### config.mk
export PLATFORM = sky130hd
export DESIGN_NAME = e2g_back
export DESIGN_NICKNAME = d
export VERILOG_FILES = /design/src/rtl/core/ebcdic_dbcs_to_gbk_converter_top_defines.svh /design/src/rtl/core/e2g_pkg.sv /design/src/rtl/core/e2g_back.sv
export SDC_FILE = /design/constraint.sdc
export NUM_CORES = 1
export LEC_CHECK = 0
export BUFFER_PORTS_ARGS = -buffer_cell sky130_fd_sc_hd__buf_4
export CORE_MARGIN = 2
export CORE_UTILIZATION = 41
export CTS_CLUSTER_SIZE = 24
export DETAILED_ROUTE_END_ITERATION = 16
export PLACE_DENSITY = 0.74
export RECOVER_POWER = 50
export SLEW_MARGIN = 0
export SYNTH_ARGS = -nofsm -noshare
export SYNTH_HDL_FRONTEND = slang
export SYNTH_SLANG_ARGS = --single-unit
export TNS_END_PERCENT = 30
### constraint.sdc
create_clock -name clk_i -period 2.17 [get_ports clk_i]
set_input_delay 0.1085 -clock clk_i [delete_from_list [all_inputs] [get_ports clk_i]]
set_output_delay 0.1085 -clock clk_i [all_outputs]
set_load 0.02 [all_outputs]
### src/rtl/core/ebcdic_dbcs_to_gbk_converter_top_defines.svh
// Assertion macros used by the converter top file.
// Each macro expects clk_i and rst_ni in the scope of its use.
`ifndef EBCDIC_DBCS_TO_GBK_CONVERTER_TOP_DEFINES_SVH
`define EBCDIC_DBCS_TO_GBK_CONVERTER_TOP_DEFINES_SVH

// Same-cycle implication.
`define E2G_ASSERT_NOW(label, ante, cons, msg) \
  label: assert property (@(posedge clk_i) disable iff (!rst_ni) (ante) |-> (cons)) \
    else $error(msg);

// Next-cycle implication.
`define E2G_ASSERT_NEXT(label, ante, cons, msg) \
  label: assert property (@(posedge clk_i) disable iff (!rst_ni) (ante) |=> (cons)) \
    else $error(msg);

`endif

### src/rtl/core/e2g_pkg.sv
package e2g_pkg;

  localparam int MAP_WORDS   = 36864;
  localparam int MAP_AW      = $clog2(MAP_WORDS);
  localparam int COUNT_WIDTH = 16;
  localparam int QUEUE_DEPTH = 4;

  localparam logic [7:0] SHIFT_OUT = 8'h0E;
  localparam logic [7:0] SHIFT_IN  = 8'h0F;
  localparam logic [7:0] DB_BASE   = 8'h40;
  localparam logic [7:0] DB_ROW    = 8'hC0;

  typedef enum logic [1:0] {
    CMD_LOAD    = 2'd0,
    CMD_CONVERT = 2'd1,
    CMD_END     = 2'd2
  } command_e;

  typedef enum logic [1:0] {
    KIND_DATA = 2'd0,
    KIND_OK   = 2'd1,
    KIND_BAD  = 2'd2
  } kind_e;

  // Work unit passed from front to back
  typedef enum logic [1:0] {
    JOB_BYTE   = 2'd0,
    JOB_PAIR   = 2'd1,
    JOB_STATUS = 2'd2
  } job_e;

  typedef struct packed {
    logic [1:0]  command;
    logic [7:0]  in_byte;
    logic [15:0] map_address;
    logic [15:0] map_word;
  } in_item_t;

  typedef struct packed {
    logic [7:0]  out_byte;
    logic [1:0]  kind;
    logic [15:0] out_length;
    logic        last;
  } out_item_t;

  typedef struct packed {
    job_e        op;
    logic [15:0] word;
    kind_e       kind;
    logic [15:0] length;
  } job_t;

  typedef struct packed {
    logic              we;
    logic [MAP_AW-1:0] waddr;
    logic [15:0]       wdata;
    logic              re;
    logic [MAP_AW-1:0] raddr;
  } ram_req_t;

  // Single-byte EBCDIC to ASCII table; zero marks an unmapped code
  localparam logic [7:0] SB_ROM [256] = '{
    8'h00,8'h01,8'h02,8'h03,8'h00,8'h09,8'h00,8'h7F,
    8'h00,8'h00,8'h00,8'h0B,8'h0C,8'h0D,8'h00,8'h00,
    8'h10,8'h11,8'h12,8'h13,8'h00,8'h00,8'h08,8'h00,
    8'h18,8'h19,8'h00,8'h00,8'h1C,8'h1D,8'h1E,8'h1F,
    8'h00,8'h00,8'h00,8'h00,8'h00,8'h0A,8'h17,8'h1B,
    8'h00,8'h00,8'h00,8'h00,8'h00,8'h05,8'h06,8'h07,
    8'h00,8'h00,8'h16,8'h00,8'h00,8'h00,8'h00,8'h04,
    8'h00,8'h00,8'h00,8'h00,8'h14,8'h15,8'h00,8'h1A,
    8'h20,8'h00,8'h00,8'h00,8'h00,8'h00,8'h00,8'h00,
    8'h00,8'h00,8'h00,8'h2E,8'h3C,8'h28,8'h2B,8'h7C,
    8'h26,8'h00,8'h00,8'h00,8'h00,8'h00,8'h00,8'h00,
    8'h00,8'h00,8'h21,8'h00,8'h2A,8'h29,8'h3B,8'h00,
    8'h2D,8'h2F,8'h00,8'h00,8'h00,8'h00,8'h00,8'h00,
    8'h00,8'h00,8'h00,8'h2C,8'h25,8'h5F,8'h3E,8'h3F,
    8'h00,8'h00,8'h00,8'h00,8'h00,8'h00,8'h00,8'h00,
    8'h00,8'h60,8'h3A,8'h23,8'h40,8'h27,8'h3D,8'h22,
    8'h00,8'h61,8'h62,8'h63,8'h64,8'h65,8'h66,8'h67,
    8'h68,8'h69,8'h00,8'h00,8'h00,8'h00,8'h00,8'h00,
    8'h00,8'h6A,8'h6B,8'h6C,8'h6D,8'h6E,8'h6F,8'h70,
    8'h71,8'h72,8'h00,8'h00,8'h00,8'h00,8'h00,8'h00,
    8'h7E,8'h00,8'h73,8'h74,8'h75,8'h76,8'h77,8'h78,
    8'h79,8'h7A,8'h00,8'h00,8'h00,8'h00,8'h00,8'h00,
    8'h5E,8'h00,8'h5C,8'h00,8'h00,8'h00,8'h00,8'h00,
    8'h00,8'h00,8'h5B,8'h5D,8'h00,8'h00,8'h00,8'h00,
    8'h7B,8'h41,8'h42,8'h43,8'h44,8'h45,8'h46,8'h47,
    8'h48,8'h49,8'h00,8'h00,8'h00,8'h00,8'h00,8'h00,
    8'h7D,8'h4A,8'h4B,8'h4C,8'h4D,8'h4E,8'h4F,8'h50,
    8'h51,8'h52,8'h00,8'h00,8'h00,8'h00,8'h00,8'h00,
    8'h24,8'h00,8'h53,8'h54,8'h55,8'h56,8'h57,8'h58,
    8'h59,8'h5A,8'h00,8'h00,8'h00,8'h00,8'h00,8'h00,
    8'h30,8'h31,8'h32,8'h33,8'h34,8'h35,8'h36,8'h37,
    8'h38,8'h39,8'h00,8'h00,8'h00,8'h00,8'h00,8'h00
  };

endpackage

### src/rtl/core/e2g_back.sv
module e2g_back (
  input  logic               clk_i,
  input  logic               rst_ni,
  input  e2g_pkg::job_t      q_entry_i,
  input  logic               q_empty_i,
  output logic               q_pop_o,
  output e2g_pkg::out_item_t out_item_o,
  output logic               empty,
  input  logic               pop
);

  logic               out_valid_q, out_valid_d;
  e2g_pkg::out_item_t out_q, out_d;
  logic               lo_pend_q, lo_pend_d;
  logic [7:0]         lo_byte_q, lo_byte_d;
  logic               free;

  // Output register is free when empty or being taken
  assign free    = !out_valid_q || pop;
  assign q_pop_o = free && !lo_pend_q && !q_empty_i;

  // Expand jobs into results, splitting pairs over two transfers
  always_comb begin
    out_valid_d = out_valid_q;
    out_d       = out_q;
    lo_pend_d   = lo_pend_q;
    lo_byte_d   = lo_byte_q;
    if (free) begin
      out_valid_d = 1'b0;
      if (lo_pend_q) begin
        out_valid_d = 1'b1;
        lo_pend_d   = 1'b0;
        out_d       = '{out_byte: lo_byte_q, kind: e2g_pkg::KIND_DATA,
                        out_length: 16'h0000, last: 1'b1};
      end else if (!q_empty_i) begin
        out_valid_d = 1'b1;
        case (q_entry_i.op)
          e2g_pkg::JOB_PAIR: begin
            lo_pend_d = 1'b1;
            lo_byte_d = q_entry_i.word[7:0];
            out_d     = '{out_byte: q_entry_i.word[15:8], kind: e2g_pkg::KIND_DATA,
                          out_length: 16'h0000, last: 1'b0};
          end
          e2g_pkg::JOB_STATUS: begin
            out_d = '{out_byte: 8'h00, kind: q_entry_i.kind,
                      out_length: q_entry_i.length, last: 1'b1};
          end
          default: begin
            out_d = '{out_byte: q_entry_i.word[7:0], kind: e2g_pkg::KIND_DATA,
                      out_length: 16'h0000, last: 1'b1};
          end
        endcase
      end
    end
  end

  always_ff @(posedge clk_i or negedge rst_ni) begin
    if (!rst_ni) begin
      out_valid_q <= 1'b0;
      lo_pend_q   <= 1'b0;
    end else begin
      out_valid_q <= out_valid_d;
      lo_pend_q   <= lo_pend_d;
    end
  end

  always_ff @(posedge clk_i) begin
    out_q     <= out_d;
    lo_byte_q <= lo_byte_d;
  end

  assign empty      = !out_valid_q;
  assign out_item_o = out_q;

endmodule

# Word-level counts from Yosys, hierarchy flattened
# Cells that the tools add are included.
dict set report word_totals {
  latch_bits 0
  mem_bits_ro 0
  memories 0
  in_bits 40
  out_inout_bits 29
  word_cells 28
  reg_bits 37
  ramBits 0
}
dict set report classes {
  multipliers 0
  order_cmp 0
  bitwise_logic 2
  mux 8
  add_sub_neg 0
  reduce_logical 8
  n_eq_ne 3
  shifts 0
  n_div 0
}
# cell n
set ops {}
lappend ops {{$mux 27} 2}
lappend ops {{$pmux 27 s2} 1}
lappend ops {{$mux 1} 5}
lappend ops {{$reduce_and 4->1} 1}
lappend ops {{$logic_not 1->1} 3}
lappend ops {{$eq 2x1->1 const B} 1}
lappend ops {{$eq 2x2->1 const B} 1}
lappend ops {{$logic_and 1x1->1} 2}
lappend ops {{$ne 2x1->1 const B} 1}
lappend ops {{$not 1->1} 2}
lappend ops {{$reduce_and 2->1} 1}
lappend ops {{$logic_or 1x1->1} 1}

# Longest topological paths before layout
# Gate-level depths: netlist of the first run.
dict set report logic_depth {
  depth_word 4
  depth_mapped 6
  depth_no_buf 5
}

# Worst setup path after synthesis of the first run
# Ideal clock, no wire load.
dict set report synth_timing {
  path_type {reg2reg}
  from {register lo_pend_q}
  to {register out_q, in the netlist out_item_o[0] (enable)}
  setup_ps 420
  path_buffers 1
  synth_period_minus_slack_ps 2373
  path_stages_with_launch 4
  slack_ps -203
  arrival_time_ps 1953
  cell_sequence {dfrtp_1 -> buf_2 -> inv_1 -> a21oi_1}
}
dict set report synth_between {
  elab_chain_cells 2
}
# element line
set synth_lines {}
lappend synth_lines {{start: declaration} e2g_back.sv:14} ;# logic lo_pend_q, lo_pend_d;
lappend synth_lines {{start signal: assignment} e2g_back.sv:63} ;# lo_pend_q <= lo_pend_d;
lappend synth_lines {{$ne 2x1->1 (no source line)} --}
lappend synth_lines {{$reduce_and 2->1 (no source line)} --}
lappend synth_lines {{end signal: assignment} e2g_back.sv:68} ;# out_q <= out_d;
lappend synth_lines {{end: declaration} e2g_back.sv:13} ;# e2g_pkg::out_item_t out_q, out_d;
# Every way passes these cells.
# A chain may end at the register's enable or synchronous reset.

# Worst setup path in the final report of the first run
dict set report layout_timing {
  from {register out_valid_q}
  to {register lo_byte_q[6] (enable)}
}
dict set report layout_between {
  elab_chain_cells 3
}
# element line
set layout_lines {}
lappend layout_lines {{start: declaration} e2g_back.sv:12} ;# logic out_valid_q, out_valid_d;
lappend layout_lines {{start signal: assignment} e2g_back.sv:62} ;# out_valid_q <= out_valid_d;
lappend layout_lines {{$logic_not 1->1} e2g_back.sv:19} ;# assign free = !out_valid_q || pop;
lappend layout_lines {{$logic_or 1x1->1} e2g_back.sv:19}
lappend layout_lines {{$reduce_and 4->1 (no source line)} --}
lappend layout_lines {{end signal: assignment} e2g_back.sv:69} ;# lo_byte_q <= lo_byte_d;
lappend layout_lines {{end: declaration} e2g_back.sv:15} ;# logic [7:0] lo_byte_q, lo_byte_d;
# Every way passes these cells.

==> results of run 1 <==
-- layout by cell type (no fill, tap or decap), types with 4 or more instances in the layout --
cell           synthesis  routed
edfxtp_1              35      35
buf_4                  0      33
clkbuf_1               0      33
and2_1                18      18
a21oi_1                9       8
nand2_1                8       8
inv_1                  6       6
o21ai_0                6       6
o21a_1                 6       6
dlygate4sd3_1          0       6
clkbuf_8               0       5
clkbuf_4               0       4
-- logic make-up (layout without fill, tap and decap cells) --
family | Yosys count | in the layout | synth area share
adders and majority gates | 2 | 2 | 0.0164
and+or+nand+nor | 32 | 32 | 0.130
buffers and inverters | 11 | 91 | 0.0353
AOI/OAI and AO/OA | 24 | 24 | 0.0953
DFF | 37 | 37 | 0.723
-- power by group through the flow --
| stage | Combinational, W | Clock [W] | Sequential (W) |
|---|---|---|---|
| after floorplan | 0.0000908 | 0 | 0.000924 |
| after global placement | 0.000279 | 0 | 0.000872 |
| after detailed placement | 0.000283 | 0 | 0.000874 |
| after CTS | 0.000287 | 0.000451 | 0.000858 |
| after global routing | 0.000274 | 0.000487 | 0.000860 |
| final | 0.000250 | 0.000434 | 0.000857 |
-- stage by stage --
stage	instances	instance area, um2	power (W)	hold WS [ps]
6_report	234	2100	0.00154	36.4
5_1_grt	234	2100	0.00162	42.2
4_1_cts	230	2190	0.00160	1.58
3_5_place_dp	220	2090	0.00116	-106
3_3_place_gp	220	2090	0.00115	-108
2_1_floorplan	106	1530	0.00101	-187
-- registers in the layout (all words and copies together) (netlist names) --
register     cells
lo_pend_q        1
lo_byte_q        8
out_valid_q      1
out_item_o      27
-- layer usage --
| metal | vias up | share of wire |
|---|---|---|
| li1 | 533 | - |
| met1 | 483 | 0.42 |
| met5 | - | 0 |
| met4 | 0 | 0.021 |
| met2 | 70 | 0.43 |
| met3 | 6 | 0.13 |
-- final cells by class --
class / count / area [um2]
fillers: 353 / 1510
multi-input cells: 58 / 365
well taps: 48 / 60.1
repair buffers: 77 / 465
inverters: 6 / 22.5
clock inverters: 3 / 12.5
clock buffers: 5 / 68.8
flip-flops and latches: 37 / 1100
-- worst paths after layout --
check | start | endpoint | depth (start not counted)
worst max register to register | out_valid_q | lo_byte_q[6] | 3
worst min register to register | lo_byte_q[4] | out_item_o[23] | 1
worst min-delay path | q_empty_i | out_valid_q | 2
max in group asynchronous | rst_ni | lo_pend_q | 2
min in group asynchronous | rst_ni | lo_pend_q | 2
worst max-delay path | out_valid_q | lo_byte_q[6] | 3
-- critical path, delay by kind of cell, from the launching register on --
kind                   cells  cell delay (ps)
buffers and inverters      1              280
flip-flops                 1              380
AND/OR/NAND/NOR            2              840
-- repair_timing --
| item | in CTS | in global routing |
|---|---|---|
| hold buffers | 2 | 4 |
| setup buffers | 0 | 0 |
| hold endpoints to repair | 3 | 4 |
==> results by group, run 1 <==
Power and ir drop
  – Worst VDD drop: 0.000263 V
  – Pint: 0.00116 W
  – Leak: 0.818 nW
  – P per Cell Area: 735 mW/mm2
  – Sequential Power Share: 0.556
  – Switching share of power: 0.247
  – Gate power share: 0.162
  – NetSw: 0.000380 W
  – Clock power share: 0.282

Layout
  – Antenna cells: 0
  – Post-layout net count: 227
  – Final Util: 0.581
  – Layout cell share with drive strength beyond 1: 0.242
  – Area grow syn2layout: 37.6%

GRT
  – Met3 global-route usage: 0.0608
  – Gr usage total: 0.149
  – Pin count of the biggest net entering global routing: 28
  – First-pass GRT wire length: 4.56 mm
  – Grt ovf: 0
  – Met2 usage: 0.223
  – GRT busiest layer: met2
  – Antenna violations before repair: 0
  – GR met1 Demand/Resource: 0.189
  – Vias in the first global route: 1001

Clock tree
  – CTS max path bufs: 2
  – Clk slew on worst S/H paths: 70 ps
  – Clock sink count: 37
  – H-tree depth: 2
  – CTS Buf Count: 5
  – Worst skew pair latency: 280 ps
  – CTS tree: built
  – Root buffer cell: clkbuf_8
  – Post-cts resize count: 0

Critical path
  – CP max FO: 6
  – Critical path class: flop to flop
  – Setup crit end kind: flop
  – Crit path required time: 2170 ps
  – Worst R2R Setup Slack: 380 ps
  – Worst EP arrival: 1790 ps
  – Critical path launch point type: flop
  – Cell breakdown of the critical path: nor2b_1 > nor4b_1 > buf_4
  – Slowest CP cell: nor4b_1
  – CP peak stage delay: 650 ps

Die
  – Die area: 0.00422 mm2
  – Num ports: 69
  – Core Area: 0.00361 mm2
  – Initial Utilization: 0.422
  – Die height: 64.9 um
  – Row cnt: 22
  – Chip width: 64.9 um

Synth
  – Post-synth top area share: 0.690
  – YS warnings: 0
  – Top cells by area, synth: edfxtp_1 69%, and2_1 7.4%, dfrtp_1 3.3%, a21oi_1 3.0%, o21a_1 3.0%
  – Syn_area_per_cell: 14.4 um2
  – FFs w/ async S/R, synth: 0.0541
  – Register area share after synthesis: 0.723
  – Cell taking the most area after synthesis: edfxtp_1
  – Top cells by count, synth: 35 x edfxtp_1, 18 x and2_1, 9 x a21oi_1, 8 x nand2_1
  – Synth Instances: 106
  – EDFF count, synth: 35
  – Synth cell types: 19
  – Net count after synthesis: 148
  – Leading cell type by number of instances after synthesis: edfxtp_1
  – Prevailing post-synth register cell: edfxtp_1
  – Cell Area, Synth: 0.00152 mm2
  – #FFs+latches synth: 37

Timing
  – Peak Freq: 0.558 GHz
  – Final hold vios: 0
  – Final setup violation count: 0
  – Worst Tran Pin Value: 753 ps
  – Final Max Tran Viols: 0
  – Slack of the critical path: 376 ps
  – Final setup TNS: 0 ps
  – Rel. slew slack: 0.491
  – Skew final: 2.92 ps
  – Tcrit/Tclk final: 0.827
  – RSZ-0062 raised after global routing: no
  – Min cycle time layout: 1790 ps

Place
  – RD Place Congestion: 0.770
  – I/O Buffers: 68
  – Placement Setup Slack: 497 ps
  – Hpwl dp: 2.19 mm

Route
  – Vias: 1092
  – Drt pass-1 iters: 4
  – Routed length per instance: 12.7 um
  – Vias/cell: 4.67
  – Iter 0 DRT Violations: 47
  – Final WL: 2.97 mm
  – DRT antenna net count: 0
  – DRC: 0

Status
  – Status: completed

Run
  – MaxCap Viol Count: 0

Worst hold path
  – Min-Delay Path Class: input port to flop
No activity file was read; power rests on OpenSTA's default activity.
==> run 2: changes to the inputs <==
- CORE_UTILIZATION: 41 -> 46
- PLACE_DENSITY: 0.74 -> 0.79
- clock period: 2.17 -> 1.67 ns (I/O delays scaled with it)
==> run 2 against run 1 <==
  * Total power increased by 22%
  * Sequential share of layout area decreased by 0.74 points
  * Cell count unchanged
  * Sequential cell count unchanged
  * Critical path depth unchanged
  * Global-route usage increased by 3.4 points
  * Count of clock-buffer cells in the layout increased by 1
  * Design area increased by 1.4%
  * Sequential power increased by 30%
  * Non-clock buffer count increased by 5
  * Core utilization increased by 10 points
  * Clock skew increased by 5.3 ps
==> results by group, run 2 (same netlist as run 1, synthesis figures left out) <==
Status
  – Status: completed

Clock tree
  – CTS Buf Count: 5
  – CTS max path bufs: 2
  – Clk slew on worst S/H paths: 100 ps
  – Clock sink count: 37
  – Worst skew pair latency: 330 ps
  – Post-cts resize count: 0
  – CTS tree: built
  – Root buffer cell: clkbuf_4
  – H-tree depth: 2

Critical path
  – Critical path class: flop to primary output
  – Worst EP arrival: 1400 ps
  – Setup crit end kind: primary output
  – Crit path required time: 1590 ps
  – CP max FO: 5
  – Critical path launch point type: flop

Route
  – DRC: 0
  – Iter 0 DRT Violations: 28
  – Vias: 1107
  – Final WL: 3.14 mm
  – Drt pass-1 iters: 5
  – DRT antenna net count: 0
  – Vias/cell: 4.73
  – Routed length per instance: 13.4 um

Die
  – Chip width: 61.5 um
  – Die area: 0.00379 mm2
  – Core Area: 0.00310 mm2
  – Row cnt: 20
  – Num ports: 69
  – Initial Utilization: 0.491
  – Die height: 61.5 um

Place
  – I/O Buffers: 68
  – Placement Setup Slack: 67.6 ps
  – Hpwl dp: 2.23 mm
  – RD Place Congestion: 0.779

Timing
  – Tcrit/Tclk final: 0.890
  – Final Max Tran Viols: 0
  – Rel. slew slack: 0.508
  – Worst Tran Pin Value: 735 ps
  – Final hold vios: 0
  – Skew final: 8.24 ps
  – Final setup violation count: 0
  – Peak Freq: 0.673 GHz
  – Slack of the critical path: 183 ps
  – RSZ-0062 raised after global routing: no
  – Final setup TNS: 0 ps
  – Min cycle time layout: 1490 ps

Power and ir drop
  – Worst VDD drop: 0.000539 V
  – P per Cell Area: 883 mW/mm2
  – Leak: 0.833 nW

GRT
  – Grt ovf: 0
  – Antenna violations before repair: 0
  – Vias in the first global route: 1100
  – Pin count of the biggest net entering global routing: 26
  – Gr usage total: 0.183
  – First-pass GRT wire length: 4.92 mm

Layout
  – Multi-input combinational cell area: 373 um2
  – Fillers: 264
  – Layout cell share with drive strength beyond 1: 0.247
  – Commonest cells after routing, fill and taps aside: 35 x edfxtp_1, 34 x clkbuf_1, 34 x buf_4, 18 x and2_1, 10 x dlygate4sd3_1
  – Largest register FFs: 27
  – Area grow syn2layout: 39.6%
  – Antenna cells: 0
  – Sequential cell area: 0.00110 mm2
  – Post-layout net count: 232
  – Most common cell after layout, fill and taps aside: edfxtp_1

Run
  – MaxCap Viol Count: 0

Worst hold path
  – Min-Delay Path Class: input port to flop
-- run 2: cell types whose count changed in the layout (fill, tap and decap cells not counted), sizes merged --
| cell | delta |
|---|---|
| clkbuf | +1 |
| clkinv | -2 |
| buf | +1 |
| dlygate4sd3 | +4 |
-- run 2: final timing paths --
check	from	cells past startpoint	end	slack (ps)
worst max register to register	lo_pend_q	2	out_item_o[1]	230
worst min register to register	lo_byte_q[4]	1	out_item_o[23]	520
worst min-delay path	q_entry_i[3]	2	out_item_o[4]	20
max in group asynchronous	rst_ni	2	lo_pend_q	1480
worst max-delay path	out_valid_q	3	q_pop_o	180
min in group asynchronous	rst_ni	2	out_valid_q	50
-- run 2: final cells by class --
| cell class | instances | share of cell area |
|---|---|---|
| clock inverter | 1 | 0.00177 |
| tap | 44 | 0.0259 |
| multi-input combinational | 58 | 0.175 |
| clock buffer | 6 | 0.0194 |
| timing repair buffer | 82 | 0.249 |
| sequential | 37 | 0.518 |
| inverter | 6 | 0.0106 |
-- run 2: power by group --
group,total [W],internal (W),switching (W),leakage (nW)
logic,0.000347,0.000148,0.000199,0.446
clock network,0.000420,0.000153,0.000267,0.0258
registers,0.00111,0.00109,0.0000178,0.361
total,0.00188,0.00139,0.000484,0.833
-- run 2: stage by stage --
stage               instance area, um2  utilization  power [W]  hold WS [ps]  std cells
global route                      2130        0.685    0.00196          4.73        234
CTS                               2260        0.727    0.00195          6.60        234
detailed placement                2110        0.680    0.00151          -130        217
global placement                  2110        0.680    0.00150          -133        217
floorplan                         1530            -    0.00132          -212        106
finish                            2130        0.685    0.00188          20.8        234
-- run 2: metal layers --
layer  track usage  up-vias  routed length, um  part of all wire
li1              -      546                  -                 -
met1         0.228      499               1280              0.41
met2         0.302       59               1550              0.49
met3        0.0651        3                292             0.093
met4        0.0547        0                 21            0.0067
met5             0        -                  0                 0
-- run 2: worst max-delay path: stages, from the launching register on --
cell and delay, ps:
dfrtp_1 360, nor2b_1 420, nor3_1 110, buf_4 180
-- run 2: repair_timing --
item	in CTS	in global routing
hold buffers	10	0
buffers inserted	0	0
endpoints found under the setup margin	0	0
endpoints found under the hold margin	11	0
==> run 3: changes to the inputs <==
- CORE_UTILIZATION: 46 -> 49
- PLACE_DENSITY: 0.79 -> 0.8
- clock period: 1.67 -> 1.75 ns (I/O delays scaled with it)
==> run 3 against run 2 <==
  * Setup slack gained 19 ps
  * Global-route usage increased by 0.40 points
  * Hold slack better by 4.6 ps
  * Count of clock-buffer cells in the layout fell by 1
  * Sequential cell count unchanged
  * Critical path type is now flop to flop
  * Critical endpoint is now out_item_o[20]
==> results by group, run 3 (same netlist as run 1, synthesis figures left out) <==
Power and ir drop
  – Total power: 0.00181 W
  – P per Cell Area: 853 mW/mm2
  – Leak: 0.846 nW
  – Worst VDD drop: 0.000555 V

Timing
  – Skew final: 6.25 ps
  – Worst Tran Pin Value: 798 ps
  – Final setup TNS: 0 ps
  – Rel. slew slack: 0.466
  – Final hold vios: 0
  – Hold slack: 25.5 ps
  – Min cycle time layout: 1550 ps
  – Final Max Tran Viols: 0
  – Final setup violation count: 0
  – Tcrit/Tclk final: 0.884
  – Peak Freq: 0.646 GHz
  – RSZ-0062 raised after global routing: no

Clock tree
  – Clk slew on worst S/H paths: 110 ps
  – Root buffer cell: clkbuf_4
  – H-tree depth: 2
  – CTS tree: built
  – CTS max path bufs: 2
  – CTS Buf Count: 5
  – Clock sink count: 37
  – Worst skew pair latency: 330 ps
  – Post-cts resize count: 0

Route
  – Final WL: 3.26 mm
  – Top Layer Used: met4
  – Iter 0 DRT Violations: 34
  – Vias: 1151
  – DRT antenna net count: 0
  – Routed wire length on met3: 235 um
  – M1 wire length: 1.31 mm
  – Routed length per instance: 14.5 um
  – Vias/cell: 5.12
  – DRC: 0
  – Met2 WL: 1.65 mm
  – Drt pass-1 iters: 4

Layout
  – Post-layout net count: 233
  – Area grow syn2layout: 39.4%
  – Antenna cells: 0
  – Commonest cells after routing, fill and taps aside: 35 x edfxtp_1, 34 x buf_4, 32 x clkbuf_1, 18 x and2_1, 11 x clkbuf_4
  – Most common cell after layout, fill and taps aside: edfxtp_1
  – Layout cell share with drive strength beyond 1: 0.260
  – Largest register FFs: 27

Run
  – MaxCap Viol Count: 0

Place
  – Hpwl dp: 2.39 mm
  – I/O Buffers: 68
  – RD Place Congestion: 0.768

GRT
  – Vias in the first global route: 1128
  – Grt ovf: 0
  – Antenna violations before repair: 0
  – First-pass GRT wire length: 4.72 mm
  – Gr usage total: 0.187
  – Pin count of the biggest net entering global routing: 26

Die
  – Chip width: 59.7 um
  – Num ports: 69
  – Die height: 59.7 um
  – Row cnt: 20
  – Initial Utilization: 0.507
  – Die area: 0.00357 mm2
  – Core Area: 0.00300 mm2

Worst hold path
  – Min-Delay Path Class: input port to flop

Status
  – Status: completed

Critical path
  – Setup crit end kind: flop
  – CP max FO: 25
  – Worst EP arrival: 1590 ps
  – Critical path class: flop to flop
  – Critical path launch point type: flop
  – Crit path required time: 1800 ps
run 3: cell types whose count changed in the layout (fill, tap and decap cells not counted), sizes merged:
cell and change:
clkinv +2
run 3: per-stage QoR:
step	instance area [um2]	utilization	setup WS (ps)	instances
3_5_place_dp	2100	0.701	132	207
4_1_cts	2260	0.753	254	225
6_report	2120	0.707	202	225
3_3_place_gp	2100	0.701	251	207
5_1_grt	2120	0.707	116	225
2_1_floorplan	1530	-	201	106
run 3: layout make-up:
| class | instances | area [um2] |
|---|---|---|
| clock inverters | 3 | 17.5 |
| well taps | 33 | 41.3 |
| fillers | 242 | 881 |
| multi-input cells | 58 | 362 |
| inverters | 6 | 22.5 |
| flip-flops and latches | 37 | 1100 |
| clock buffers | 5 | 37.5 |
| repair buffers | 83 | 541 |
run 3: worst paths after layout:
kind | start | to | slack, ps | cells past startpoint
max | lo_pend_q | out_item_o[20] | 200 | 3
max reg2reg | lo_pend_q | out_item_o[20] | 200 | 3
min | q_entry_i[8] | out_item_o[9] | 30 | 2
min in group asynchronous | rst_ni | lo_pend_q | 70 | 2
min reg2reg | lo_byte_q[0] | out_item_o[19] | 540 | 1
max in group asynchronous | rst_ni | out_valid_q | 1560 | 2
run 3: metal layers:
layer  vias up  track usage
met1       541        0.182
met3         5       0.0649
met5         -            0
li1        548            -
met4         0       0.0762
met2        57        0.354
run 3: what timing repair did:
| item | CTS | global route |
|---|---|---|
| hold endpoints to repair | 11 | 0 |
| setup buffers | 0 | 0 |
| hold buffers | 10 | 0 |
run 3: power breakdown:
| group | internal, W | switching, W |
|---|---|---|
| clock | 0.000152 | 0.000262 |
| sequential | 0.00104 | 0.0000193 |
| combinational | 0.000142 | 0.000192 |
run 3: critical path: stages (launching register included):
cell and delay [ps]:
dfrtp_1 500, inv_1 110, a21oi_1 400, buf_12 240
